### src/rtl/pfr_pkg.sv
// shared types, constants and reset edge table of the fsm reachability unit
// no dependencies
`timescale 1ns / 1ps

package pfr_pkg;

   // machine size and derived widths
   localparam int NumStates = 8;
   localparam int StateW    = $clog2(NumStates);
   localparam int LevelW    = $clog2(NumStates);
   localparam int CountW    = ($clog2(NumStates + 1) > 4) ? $clog2(NumStates + 1) : 4;
   localparam int MaskW     = 8;
   localparam int RspCountW = 4;
   localparam int RspStateW = 3;
   localparam int MaxCount  = 15;

   // request codes
   typedef enum logic [1:0] {
      REQ_STEP  = 2'd0,
      REQ_SET   = 2'd1,
      REQ_QUERY = 2'd2
   } req_kind_type;

   // controller states
   typedef enum logic [1:0] {
      ST_IDLE,
      ST_EXPAND,
      ST_DONE
   } fsm_state_type;

   // edge rewrite command handed to one cell
   typedef struct packed {
      logic              en;
      logic              edge_bit;
      logic [StateW-1:0] target;
   } edge_wr_type;

   // reset destination of the zero edge of state idx
   function automatic logic [StateW-1:0] reset_zero(input logic [StateW-1:0] idx);
      logic [2:0] base;
      int         dest;
      base = 3'(idx);
      case (base)
         3'd0: dest = 7;
         3'd1: dest = 2;
         3'd2: dest = 4;
         3'd3: dest = 5;
         3'd4: dest = 0;
         3'd5: dest = 6;
         3'd6: dest = 1;
         3'd7: dest = 3;
         default: dest = 0;
      endcase
      return StateW'(dest % NumStates);
   endfunction

   // reset destination of the one edge of state idx
   function automatic logic [StateW-1:0] reset_one(input logic [StateW-1:0] idx);
      logic [2:0] base;
      int         dest;
      base = 3'(idx);
      case (base)
         3'd0: dest = 2;
         3'd1: dest = 0;
         3'd2: dest = 5;
         3'd3: dest = 7;
         3'd4: dest = 3;
         3'd5: dest = 4;
         3'd6: dest = 6;
         3'd7: dest = 6;
         default: dest = 0;
      endcase
      return StateW'(dest % NumStates);
   endfunction

endpackage

### src/rtl/pfr_channels.sv
// valid/ready channel interfaces for requests and responses
// depends on nothing but fixed field widths
`timescale 1ns / 1ps

interface pfr_req_if;
   logic       valid;
   logic       ready;
   logic [1:0] req_type;
   logic       edge_bit;
   logic [2:0] target_state;

   modport source (output valid, req_type, edge_bit, target_state, input ready);
   modport sink   (input valid, req_type, edge_bit, target_state, output ready);
endinterface

interface pfr_rsp_if;
   logic       valid;
   logic       ready;
   logic [2:0] current_state;
   logic [7:0] unreachable_mask;
   logic [3:0] unreachable_count;

   modport source (output valid, current_state, unreachable_mask, unreachable_count,
                   input ready);
   modport sink   (input valid, current_state, unreachable_mask, unreachable_count,
                   output ready);
endinterface

### src/rtl/pfr_cell.sv
// one state cell: holds the two outgoing edges of its state and adds its
// successors to the reach vector passed along the chain; uses pfr_pkg
`timescale 1ns / 1ps

module pfr_cell (
   input  logic                               clock,
   input  logic                               reset,
   input  logic [pfr_pkg::StateW-1:0]         cell_idx,
   input  pfr_pkg::edge_wr_type               wr,
   input  logic                               reached,
   input  logic [pfr_pkg::NumStates-1:0]      grow_in,
   output logic [pfr_pkg::NumStates-1:0]      grow_out,
   output logic [pfr_pkg::StateW-1:0]         next_zero,
   output logic [pfr_pkg::StateW-1:0]         next_one
);

   logic [pfr_pkg::StateW-1:0] zero_ff, zero_in;
   logic [pfr_pkg::StateW-1:0] one_ff, one_in;

   // edge rewrite
   always_comb begin
      zero_in = zero_ff;
      one_in  = one_ff;
      if (wr.en) begin
         if (wr.edge_bit) begin
            one_in = wr.target;
         end else begin
            zero_in = wr.target;
         end
      end
   end

   // edge registers, loaded with the start graph on reset
   always_ff @(posedge clock) begin
      if (reset) begin
         zero_ff <= pfr_pkg::reset_zero(cell_idx);
         one_ff  <= pfr_pkg::reset_one(cell_idx);
      end else begin
         zero_ff <= zero_in;
         one_ff  <= one_in;
      end
   end

   // successors of a reached state join the passing vector
   always_comb begin
      grow_out = grow_in;
      if (reached) begin
         grow_out = grow_in
                  | (pfr_pkg::NumStates'(1) << zero_ff)
                  | (pfr_pkg::NumStates'(1) << one_ff);
      end
   end

   assign next_zero = zero_ff;
   assign next_one  = one_ff;

endmodule

### src/rtl/programmable_fsm_reachability_unit.sv
// top level of the programmable fsm reachability unit: controller, response
// register and the chain of state cells; uses pfr_pkg, pfr_channels, pfr_cell
`timescale 1ns / 1ps

// An 8-state machine whose transition table can be rewritten at run time.
// Each state lives in one cell of a chain; a cell holds the state's zero and
// one edges. A step or an edge rewrite is answered in the cycle after it is
// accepted. A query seeds the reached set with the present state when it is
// accepted; then, in ST_EXPAND, the reached set grows level by level as the
// reach vector ripples through the cell chain, and ST_DONE forms the
// unreachable mask and count. Requests are taken one at a time; the response
// sits in an output register, and the next request is taken no earlier than
// the cycle in which that response leaves on rsp_chan.ready, so a stalled
// receiver also holds off the request side. No configuration, no clearing
// pass after reset.
module programmable_fsm_reachability_unit (
   input  logic      clock,
   input  logic      reset,
   pfr_req_if.sink   req_chan,
   pfr_rsp_if.source rsp_chan
);

   localparam int N = pfr_pkg::NumStates;

   pfr_pkg::fsm_state_type            state_ff, state_in;
   logic [pfr_pkg::LevelW-1:0]        level_ff, level_in;
   logic [pfr_pkg::StateW-1:0]        present_ff, present_in;
   logic [N-1:0]                      reached_ff, reached_in;
   logic                              rsp_valid_ff, rsp_valid_in;
   logic [pfr_pkg::RspStateW-1:0]     rsp_cur_ff, rsp_cur_in;
   logic [pfr_pkg::MaskW-1:0]         rsp_mask_ff, rsp_mask_in;
   logic [pfr_pkg::RspCountW-1:0]     rsp_count_ff, rsp_count_in;

   logic                              slot_free;
   logic                              accept;
   pfr_pkg::req_kind_type             kind;
   pfr_pkg::edge_wr_type              wr_cmd;
   pfr_pkg::edge_wr_type              cell_wr [N];
   logic [N-1:0]                      grow [N+1];
   logic [pfr_pkg::StateW-1:0]        cell_zero [N];
   logic [pfr_pkg::StateW-1:0]        cell_one [N];
   logic [pfr_pkg::StateW-1:0]        step_next;
   logic [N-1:0]                      unreached;
   logic [pfr_pkg::MaskW-1:0]         unreached_mask;
   logic [pfr_pkg::CountW-1:0]        unreached_cnt;
   logic [pfr_pkg::RspCountW-1:0]     unreached_sat;

   // request handshake
   assign slot_free      = !rsp_valid_ff || rsp_chan.ready;
   assign req_chan.ready = (state_ff == pfr_pkg::ST_IDLE) && slot_free;
   assign accept         = req_chan.valid && req_chan.ready;
   assign kind           = pfr_pkg::req_kind_type'(req_chan.req_type);

   // edge rewrite command, ignored for targets beyond the machine
   always_comb begin
      wr_cmd.en       = accept && (kind == pfr_pkg::REQ_SET)
                        && (32'(req_chan.target_state) < 32'(N));
      wr_cmd.edge_bit = req_chan.edge_bit;
      wr_cmd.target   = pfr_pkg::StateW'(req_chan.target_state);
   end

   // chain of state cells
   assign grow[0] = '0;
   for (genvar g = 0; g < N; g++) begin : g_cell
      always_comb begin
         cell_wr[g]    = wr_cmd;
         cell_wr[g].en = wr_cmd.en && (present_ff == pfr_pkg::StateW'(g));
      end

      pfr_cell u_cell (
         .clock     (clock),
         .reset     (reset),
         .cell_idx  (pfr_pkg::StateW'(g)),
         .wr        (cell_wr[g]),
         .reached   (reached_ff[g]),
         .grow_in   (grow[g]),
         .grow_out  (grow[g+1]),
         .next_zero (cell_zero[g]),
         .next_one  (cell_one[g])
      );
   end

   // successor of the present state for a step
   assign step_next = req_chan.edge_bit ? cell_one[present_ff] : cell_zero[present_ff];

   // unreachable mask and saturated count of the finished reached set
   always_comb begin
      unreached      = ~reached_ff;
      unreached_mask = '0;
      unreached_cnt  = '0;
      for (int i = 0; i < pfr_pkg::MaskW; i++) begin
         if (i < N) begin
            unreached_mask[i] = unreached[i];
         end
      end
      for (int i = 0; i < N; i++) begin
         unreached_cnt = unreached_cnt + pfr_pkg::CountW'(unreached[i]);
      end
      if (unreached_cnt > pfr_pkg::CountW'(pfr_pkg::MaxCount)) begin
         unreached_sat = pfr_pkg::RspCountW'(pfr_pkg::MaxCount);
      end else begin
         unreached_sat = pfr_pkg::RspCountW'(unreached_cnt);
      end
   end

   // controller next state and response register loading
   always_comb begin
      state_in     = state_ff;
      level_in     = level_ff;
      present_in   = present_ff;
      reached_in   = reached_ff;
      rsp_valid_in = rsp_valid_ff && !rsp_chan.ready;
      rsp_cur_in   = rsp_cur_ff;
      rsp_mask_in  = rsp_mask_ff;
      rsp_count_in = rsp_count_ff;
      case (state_ff)
         pfr_pkg::ST_IDLE: begin
            if (accept) begin
               case (kind)
                  pfr_pkg::REQ_STEP: begin
                     present_in   = step_next;
                     rsp_valid_in = 1'b1;
                     rsp_cur_in   = pfr_pkg::RspStateW'(step_next);
                     rsp_mask_in  = '0;
                     rsp_count_in = '0;
                  end
                  pfr_pkg::REQ_QUERY: begin
                     reached_in = N'(1) << present_ff;
                     level_in   = '0;
                     state_in   = pfr_pkg::ST_EXPAND;
                  end
                  default: begin
                     // rewrite and unused codes answer with the present state
                     rsp_valid_in = 1'b1;
                     rsp_cur_in   = pfr_pkg::RspStateW'(present_ff);
                     rsp_mask_in  = '0;
                     rsp_count_in = '0;
                  end
               endcase
            end
         end
         pfr_pkg::ST_EXPAND: begin
            // one reach level per cycle through the chain
            reached_in = reached_ff | grow[N];
            level_in   = level_ff + 1'b1;
            if (level_ff == pfr_pkg::LevelW'(N - 1)) begin
               state_in = pfr_pkg::ST_DONE;
            end
         end
         pfr_pkg::ST_DONE: begin
            if (slot_free) begin
               rsp_valid_in = 1'b1;
               rsp_cur_in   = pfr_pkg::RspStateW'(present_ff);
               rsp_mask_in  = unreached_mask;
               rsp_count_in = unreached_sat;
               state_in     = pfr_pkg::ST_IDLE;
            end
         end
         default: begin
            state_in = pfr_pkg::ST_IDLE;
         end
      endcase
   end

   // control registers
   always_ff @(posedge clock) begin
      if (reset) begin
         state_ff     <= pfr_pkg::ST_IDLE;
         level_ff     <= '0;
         present_ff   <= pfr_pkg::StateW'(1 % N);
         reached_ff   <= '0;
         rsp_valid_ff <= 1'b0;
      end else begin
         state_ff     <= state_in;
         level_ff     <= level_in;
         present_ff   <= present_in;
         reached_ff   <= reached_in;
         rsp_valid_ff <= rsp_valid_in;
      end
   end

   // response payload
   always_ff @(posedge clock) begin
      rsp_cur_ff   <= rsp_cur_in;
      rsp_mask_ff  <= rsp_mask_in;
      rsp_count_ff <= rsp_count_in;
   end

   assign rsp_chan.valid             = rsp_valid_ff;
   assign rsp_chan.current_state     = rsp_cur_ff;
   assign rsp_chan.unreachable_mask  = rsp_mask_ff;
   assign rsp_chan.unreachable_count = rsp_count_ff;

endmodule

### src/flat_wrapper.sv
// flat-port wrapper written by rule: the top's interface ports become plain ports
module programmable_fsm_reachability_unit_flat 
  (clock, reset, req_chan_valid, req_chan_req_type, req_chan_edge_bit, req_chan_target_state, req_chan_ready, rsp_chan_valid, rsp_chan_current_state, rsp_chan_unreachable_mask, rsp_chan_unreachable_count, rsp_chan_ready);
  pfr_req_if req_chan_i ();
  pfr_rsp_if rsp_chan_i ();
  input  logic clock;
  input  logic reset;
  input wire logic [$bits(req_chan_i.valid)-1:0] req_chan_valid;
  input wire logic [$bits(req_chan_i.req_type)-1:0] req_chan_req_type;
  input wire logic [$bits(req_chan_i.edge_bit)-1:0] req_chan_edge_bit;
  input wire logic [$bits(req_chan_i.target_state)-1:0] req_chan_target_state;
  output wire logic [$bits(req_chan_i.ready)-1:0] req_chan_ready;
  output wire logic [$bits(rsp_chan_i.valid)-1:0] rsp_chan_valid;
  output wire logic [$bits(rsp_chan_i.current_state)-1:0] rsp_chan_current_state;
  output wire logic [$bits(rsp_chan_i.unreachable_mask)-1:0] rsp_chan_unreachable_mask;
  output wire logic [$bits(rsp_chan_i.unreachable_count)-1:0] rsp_chan_unreachable_count;
  input wire logic [$bits(rsp_chan_i.ready)-1:0] rsp_chan_ready;
  assign req_chan_i.valid = req_chan_valid;
  assign req_chan_i.req_type = req_chan_req_type;
  assign req_chan_i.edge_bit = req_chan_edge_bit;
  assign req_chan_i.target_state = req_chan_target_state;
  assign req_chan_ready = req_chan_i.ready;
  assign rsp_chan_valid = rsp_chan_i.valid;
  assign rsp_chan_current_state = rsp_chan_i.current_state;
  assign rsp_chan_unreachable_mask = rsp_chan_i.unreachable_mask;
  assign rsp_chan_unreachable_count = rsp_chan_i.unreachable_count;
  assign rsp_chan_i.ready = rsp_chan_ready;
  programmable_fsm_reachability_unit u_core (.clock(clock), .reset(reset), .req_chan(req_chan_i), .rsp_chan(rsp_chan_i));
endmodule
### config.mk
export PLATFORM = sky130hd
export DESIGN_NAME = programmable_fsm_reachability_unit_flat
export DESIGN_NICKNAME = d
export VERILOG_FILES = /design/src/rtl/pfr_pkg.sv /design/src/rtl/pfr_channels.sv /design/src/rtl/pfr_cell.sv /design/src/rtl/programmable_fsm_reachability_unit.sv /design/src/flat_wrapper.sv
export SDC_FILE = /design/constraint.sdc
export NUM_CORES = 1
export LEC_CHECK = 0
export BUFFER_PORTS_ARGS = -buffer_cell sky130_fd_sc_hd__clkbuf_2
export CORE_MARGIN = 2
export CORE_UTILIZATION = 57
export DETAILED_ROUTE_END_ITERATION = 7
export PLACE_DENSITY = 0.77
export SYNTH_ARGS = -nofsm -noshare
export SYNTH_HDL_FRONTEND = slang
export SYNTH_HIERARCHICAL = 1
export SYNTH_SLANG_ARGS = --single-unit
### constraint.sdc
create_clock -name clock -period 3.6 [get_ports clock]
set_input_delay 0.54 -clock clock [delete_from_list [all_inputs] [get_ports clock]]
set_output_delay 0.54 -clock clock [all_outputs]
set_load 0.1 [all_outputs]
# After elaboration in Yosys (flattened, before gate mapping)
# Memories as Yosys holds them, arrays and structs flattened.
# Index checks and enable logic that the tools add are counted.
[op_classes] n_eq_ne=18 addsub=8 order_cmp=2 n_reduce_logical=49 shift=17 mux=77 n_bitwise=18
[ops] cell="$shl A1 B3 Y8 const A" n=17
[ops] cell="$mux W3" n=43
[ops] cell="$or A8 B8 Y8" n=16
[ops] cell="$mux W8" n=13
[ops] cell="$pmux W8 S2" n=2
[ops] cell="$reduce_and A2 Y1" n=16
[ops] cell="$add A4 B1 Y4" n=6
[ops] cell="$reduce_bool A2 Y1" n=11
[ops] cell="$bmux W3 S3" n=2
[ops] cell="$pmux W3 S2" n=3
[ops] cell="$mux W4" n=4
[ops] cell="$eq A3 B3 Y1 const B" n=5
[ops] cell="$logic_and A1 B1 Y1" n=12
[ops] cell="$mux W2" n=4
[ops] cell="$not A8 Y8" n=1
[ops] cell="$pmux W4 S2" n=1
[ops] cell="$reduce_and A4 Y1" n=2
[ops] cell="$eq A3 B2 Y1 const B" n=2
[ops] cell="$ne A2 B1 Y1 const B" n=3
[ops] cell="$ne A2 B2 Y1 const B" n=3
[ops] cell="$pmux W2 S3" n=1
[ops] cell="$reduce_and A3 Y1" n=2
[ops] cell="$eq A2 B1 Y1 const B" n=2
[ops] cell="$eq A2 B2 Y1 const B" n=2
[ops] cell="12 further kinds" n=16
[word_totals] word_cells=229 output_inout_bits=17 ff_bits=80 rom_bits=384 input_bits=10 n_memories=16
[memory_table] name="(no name shown)" depth=8 width=3 rd=1 rd_clocked_by_memory_dff=0 write_ports=0 line="pfr_pkg.sv:43" rtl="case (base)"
[memory_table] name="(no name shown)" depth=8 width=3 rd=1 rd_clocked_by_memory_dff=0 write_ports=0 line="pfr_pkg.sv:62" rtl="case (base)"
[memory_table] name="(no name shown)" depth=8 width=3 rd=1 rd_clocked_by_memory_dff=0 write_ports=0 line="pfr_pkg.sv:43"
[memory_table] name="(no name shown)" depth=8 width=3 rd=1 rd_clocked_by_memory_dff=0 write_ports=0 line="pfr_pkg.sv:62"
[memory_table] name="(no name shown)" depth=8 width=3 rd=1 rd_clocked_by_memory_dff=0 write_ports=0 line="pfr_pkg.sv:43"
[memory_table] name="(no name shown)" depth=8 width=3 rd=1 rd_clocked_by_memory_dff=0 write_ports=0 line="pfr_pkg.sv:62"
[memory_table] name="10 more memories"

# Depth between registers and ports, before layout
[depth] word_depth=26 mapped_depth=19 mapped_depth_nobuf=18

# Hierarchy
# Netlist, hierarchy kept.
[modules_own_cells] mod="pfr_cell at u_core.g_cell[0].u_cell ..." instances=4 seq_area_each_um2=180.2 cells_each=62 area_per_inst_um2=591.8
[modules_own_cells] mod="pfr_cell at u_core.g_cell[1].u_cell ..." instances=4 seq_area_each_um2=180.2 cells_each=62 area_per_inst_um2=584.3
[modules_own_cells] mod="programmable_fsm_reachability_unit" instances=1 seq_area_each_um2=790.8 cells_each=191 area_per_inst_um2=1956.9

# Least setup slack after synthesis
# OpenSTA, ideal clock, no wires.
[synth_timing] path_type="register to output" startpoint="reg u_core.rsp_valid_ff, in the netlist u_core/rsp_chan.valid" endpoint="out req_chan_ready" path_slack_ns=0.101 arrival_time_ns=2.959 n_path_buf=0 t_required_ns=3.060 path_stages_with_launch=3 path_cell_list="dfxtp_1 -> nor2b_1 -> nor3_1"
[synth_via] elab_chain_len=3
[synth_rtl] element="start: declaration" line="programmable_fsm_reachability_unit.sv:29" rtl="logic rsp_valid_ff, rsp_valid_in;"
[synth_rtl] element="start signal: assignment" line="programmable_fsm_reachability_unit.sv:178" rtl="rsp_valid_ff <= rsp_valid_in;"
[synth_rtl] element="$logic_not A1 Y1" line="programmable_fsm_reachability_unit.sv:49" rtl="assign slot_free = !rsp_valid_ff || rsp_chan.ready;"
[synth_rtl] element="$logic_or A1 B1 Y1" line="programmable_fsm_reachability_unit.sv:49"
[synth_rtl] element="$logic_and A1 B1 Y1" line="programmable_fsm_reachability_unit.sv:50" rtl="assign req_chan.ready = (state_ff == pfr_pkg::ST_IDLE) && slot_free;"
[synth_rtl] element="end: declaration" line="flat_wrapper.sv:12" rtl="output wire logic [$bits(req_chan_i.ready)-1:0] req_chan_ready;"
# Every way passes these cells.

==> flow_metrics.env <==
export IMPL_hp_class="flop to flop"
export IMPL_synth_area_per_cell_sq_um=9.696
export IMPL_rows=39
export IMPL_layout_setup_ws_ns=-0.02043
export IMPL_ctsHoldBuffers=0
export IMPL_min_path_cells=2
export IMPL_synth_seq_area_share_pct=33.51
export IMPL_synthFlopType="edfxtp_1"
export IMPL_ys_warn_count=6
export IMPL_gp_congestion=0.9111
export IMPL_clk_latency_ns=0.34
export IMPL_finClkSkew_ns=0.005987
export IMPL_syn2layout_area_growth_pct=14.99
export IMPL_start_util_pct=58.34
export IMPL_cts_buffers=9
export IMPL_synthArstFlopShare_pct=0
export IMPL_grt_start_max_net_pins=60
export IMPL_synth_seq_cells=80
export IMPL_finalSetupViolCount=2
export IMPL_grt_pass1_vias=5387
export IMPL_wire_per_inst_um=16.98
export IMPL_clk_pin_slew_ns=0.06
export IMPL_drcViolationCount=0
export IMPL_final_common_cell="conb_1"
export IMPL_critPathRequiredTime_ns=3.78
export IMPL_synth_top_area_share_pct=28.40
export IMPL_antenna_found_initial=0
export IMPL_core_sq_mm=0.01142
export IMPL_ctsLongestPathBuffers=2
export IMPL_layout_drive_gt1_share_pct=13.61
export IMPL_synth_cell_types=48
export IMPL_cpMaxStageDelayCell="edfxtp_1"
export IMPL_violations="setup timing"
export IMPL_clockRootBuffer="clkbuf_16"
export IMPL_grt_pass1_wl_um=26330
export IMPL_synth_compound_area_share_pct=13.26
export IMPL_placed_cells=929
export IMPL_vias=5781
export IMPL_power_uw=2762
export IMPL_hold_ws_ns=0.4838
export IMPL_die_h_um=112.1
export IMPL_crit_cells=11
export IMPL_worstSetupPathType="flop to flop"
export IMPL_layout_nets=854
export IMPL_htreeDepth=3
export IMPL_antenna_cells=0
export IMPL_cp_max_fo=4
export IMPL_syn_inst=687
export IMPL_tritoncts="done"
export IMPL_arrival_ns=3.80
export IMPL_ant_nets=0
export IMPL_synth_xor_area_share_pct=0.1315
export IMPL_tns_ns=-0.02301
export IMPL_rsz0062_at_grt="yes"
export IMPL_end_kind="flop"
export IMPL_dieWidth_um=112.1
export IMPL_critical_path_buf_inv_count=0
export IMPL_critPathMostFrequentCell="or3_1"
export IMPL_fin_crit_sh_pct=100.6
export IMPL_clock_sinks=80
export IMPL_drtIter0Drc=519
export IMPL_gr_total_overflow=0
export IMPL_synth_mux_area_share_pct=6.668
export IMPL_wl_um=16150
export IMPL_cp_start_kind="flop"
export IMPL_maxCapViolCount=0
export IMPL_portBuffers=26
export IMPL_cpPeakStageDelay_ns=0.43
export IMPL_design_die_area_sq_mm=0.01257
export IMPL_finalNonFillerCells=951
export IMPL_outcome="finished with violations"
export IMPL_synth_area_leader_cell="edfxtp_1"
export IMPL_max_freq_mhz=276.2
export IMPL_final_cell_mix="conb_1 (80), edfxtp_1 (63), inv_1 (54)"
export IMPL_grt_usage_pct=25.69
export IMPL_synthSimpleGateAreaFrac_pct=33.19
export IMPL_vdd_ir_drop_max_uv=259.4
export IMPL_relSlewSlack_pct=23.96
export IMPL_synth_top_family_by_area="simple AND/OR/NAND/NOR gates"
export IMPL_power_density_mw_per_mm2=360.6
export IMPL_slew_viol_final=0
export IMPL_netlist_top_cells_area="edfxtp_1 (28%), ha_1 (6.9%), nand4b_1 (6.4%), dfxtp_1 (5.1%), and4bb_1 (4.1%)"
export IMPL_io_pins=27
export IMPL_firstDrtPassIters=5
export IMPL_finalHoldViolCount=0
export IMPL_fin_crit_ns=3.620
export IMPL_power_leakage_uw=0.003086
export IMPL_crit_path_cell_trace="nor2_2 > a311o_1 > or3_1 > a311o_1 > or3_1 > a311o_1 > or3_1 > or3_1 > or3_1 > a21oi_1 > a211oi_1"
export IMPL_path_delay_family="simple AND/OR/NAND/NOR gates"
export IMPL_worst_slew_pin_slew_ns=1.134
export IMPL_synthesis_area_sq_mm=0.006661
export IMPL_synth_edf_count=63
export IMPL_reg2reg_depth=11
export IMPL_place_hpwl_um=11880
export IMPL_vias_per_cell=6.079
export IMPL_synth_adder_area_share_pct=8.152
## cell type report
cell class	instances	area (sq um)
clock buffer	9	225.2
multi-input combinational	603	4412
inverter	54	202.7
tap	143	178.9
clock inverter	7	53.80
timing repair buffer	55	351.6
fill	910	3759
sequential	80	2236
## stage by stage
| stage | cell area (sq um) | setup slack, ns | util [%] |
|---|---|---|---|
| after floorplan | 6954 | 0.1009 | - |
| after global placement | 7312 | 0.01821 | 64.04 |
| after detailed placement | 7312 | -0.04413 | 64.04 |
| after CTS | 7630 | 0.005995 | 66.82 |
| after global routing | 7660 | -0.1358 | 67.08 |
| final | 7660 | -0.02043 | 67.08 |
## flip-flops by register name, indices dropped and copies added (netlist names)
signal                             flops
u_core/present_ff                      3
u_core/rsp_chan.valid                  1
u_core/rsp_chan.unreachable_count      4
u_core/g_cell.u_cell/next_one         24
u_core/reached_ff                      8
u_core/rsp_chan.unreachable_mask       8
u_core/g_cell.u_cell/next_zero        24
u_core/rsp_chan.current_state          3
u_core/level_ff                        3
u_core/state_ff                        2
## tightest hold or removal path, cell delays in order (launching register included)
cell	delay, ns
dfxtp_1	0.31
nand3_1	0.07
a21oi_1	0.06
## power by group
| part | internal (uW) | switching (uW) |
|---|---|---|
| clock | 473 | 381 |
| combinational | 295 | 391 |
| sequential | 1090 | 134 |
## cells in the mapped netlist (2+ instances only)
cell type / number
a211oi_1: 8
a21oi_1: 15
a221o_1: 2
a311o_1: 20
a31o_1: 4
a31o_2: 12
a31oi_1: 12
a41oi_1: 8
and2_1: 8
and4bb_1: 22
and4bb_2: 2
buf_2: 16
clkbuf_1: 10
conb_1: 2
dfxtp_1: 17
edfxtp_1: 63
fa_1: 4
ha_1: 37
inv_1: 54
mux2_2: 5
mux2i_1: 11
mux4_1: 2
mux4_2: 10
nand2_1: 46
nand2b_1: 40
nand3_1: 3
nand3b_1: 24
nand4_1: 10
nand4b_1: 49
nor2_1: 49
nor2b_1: 27
nor3_1: 7
nor3b_1: 2
nor4b_1: 8
nor4bb_1: 12
o21ai_0: 20
o31ai_1: 17
or2_1: 4
or2_2: 4
or3_1: 13
## routing by layer
layer | vias to the layer above | global-route usage (%) | routed length [um] | part of all wire (%)
li1 | 2778 | - | - | -
met1 | 2735 | 34.87 | 6980 | 43
met2 | 233 | 42.01 | 7697 | 48
met3 | 35 | 3.132 | 1046 | 6.5
met4 | 0 | 10.65 | 422 | 2.6
met5 | - | 0 | 0 | 0
## final timing paths
kind	slack [ns]	start	end
setup / recovery	-0.02	u_core/g_cell[0].u_cell/next_zero[2]	u_core/reached_ff[1]
hold / removal	0.48	u_core/level_ff[1]	u_core/level_ff[1]
setup reg to reg	-0.02	u_core/g_cell[0].u_cell/next_zero[2]	u_core/reached_ff[1]
hold reg to reg	0.48	u_core/level_ff[1]	u_core/level_ff[1]
## what timing repair did
action                                  4_1_cts  5_1_grt
hold endpoints to repair                      0        0
endpoints found under the setup margin        2        4
cloned                                        0        0
pin swaps                                     4        3
gates resized for setup                       3        4
setup buffers                                 4        2
## cell families (layout without fill, tap and decap cells)
logic type / count (synthesis) / count (layout)
AOI/OAI and AO/OA: 120 / 120
DFF: 80 / 80
adders and majority gates: 41 / 41
and+or+nand+nor: 333 / 333
muxes: 28 / 28
xor gates and xnor gates: 1 / 1
buffers and inverters: 82 / 125
other: 2 / 80
No activity file was read; power rests on OpenSTA's default activity.
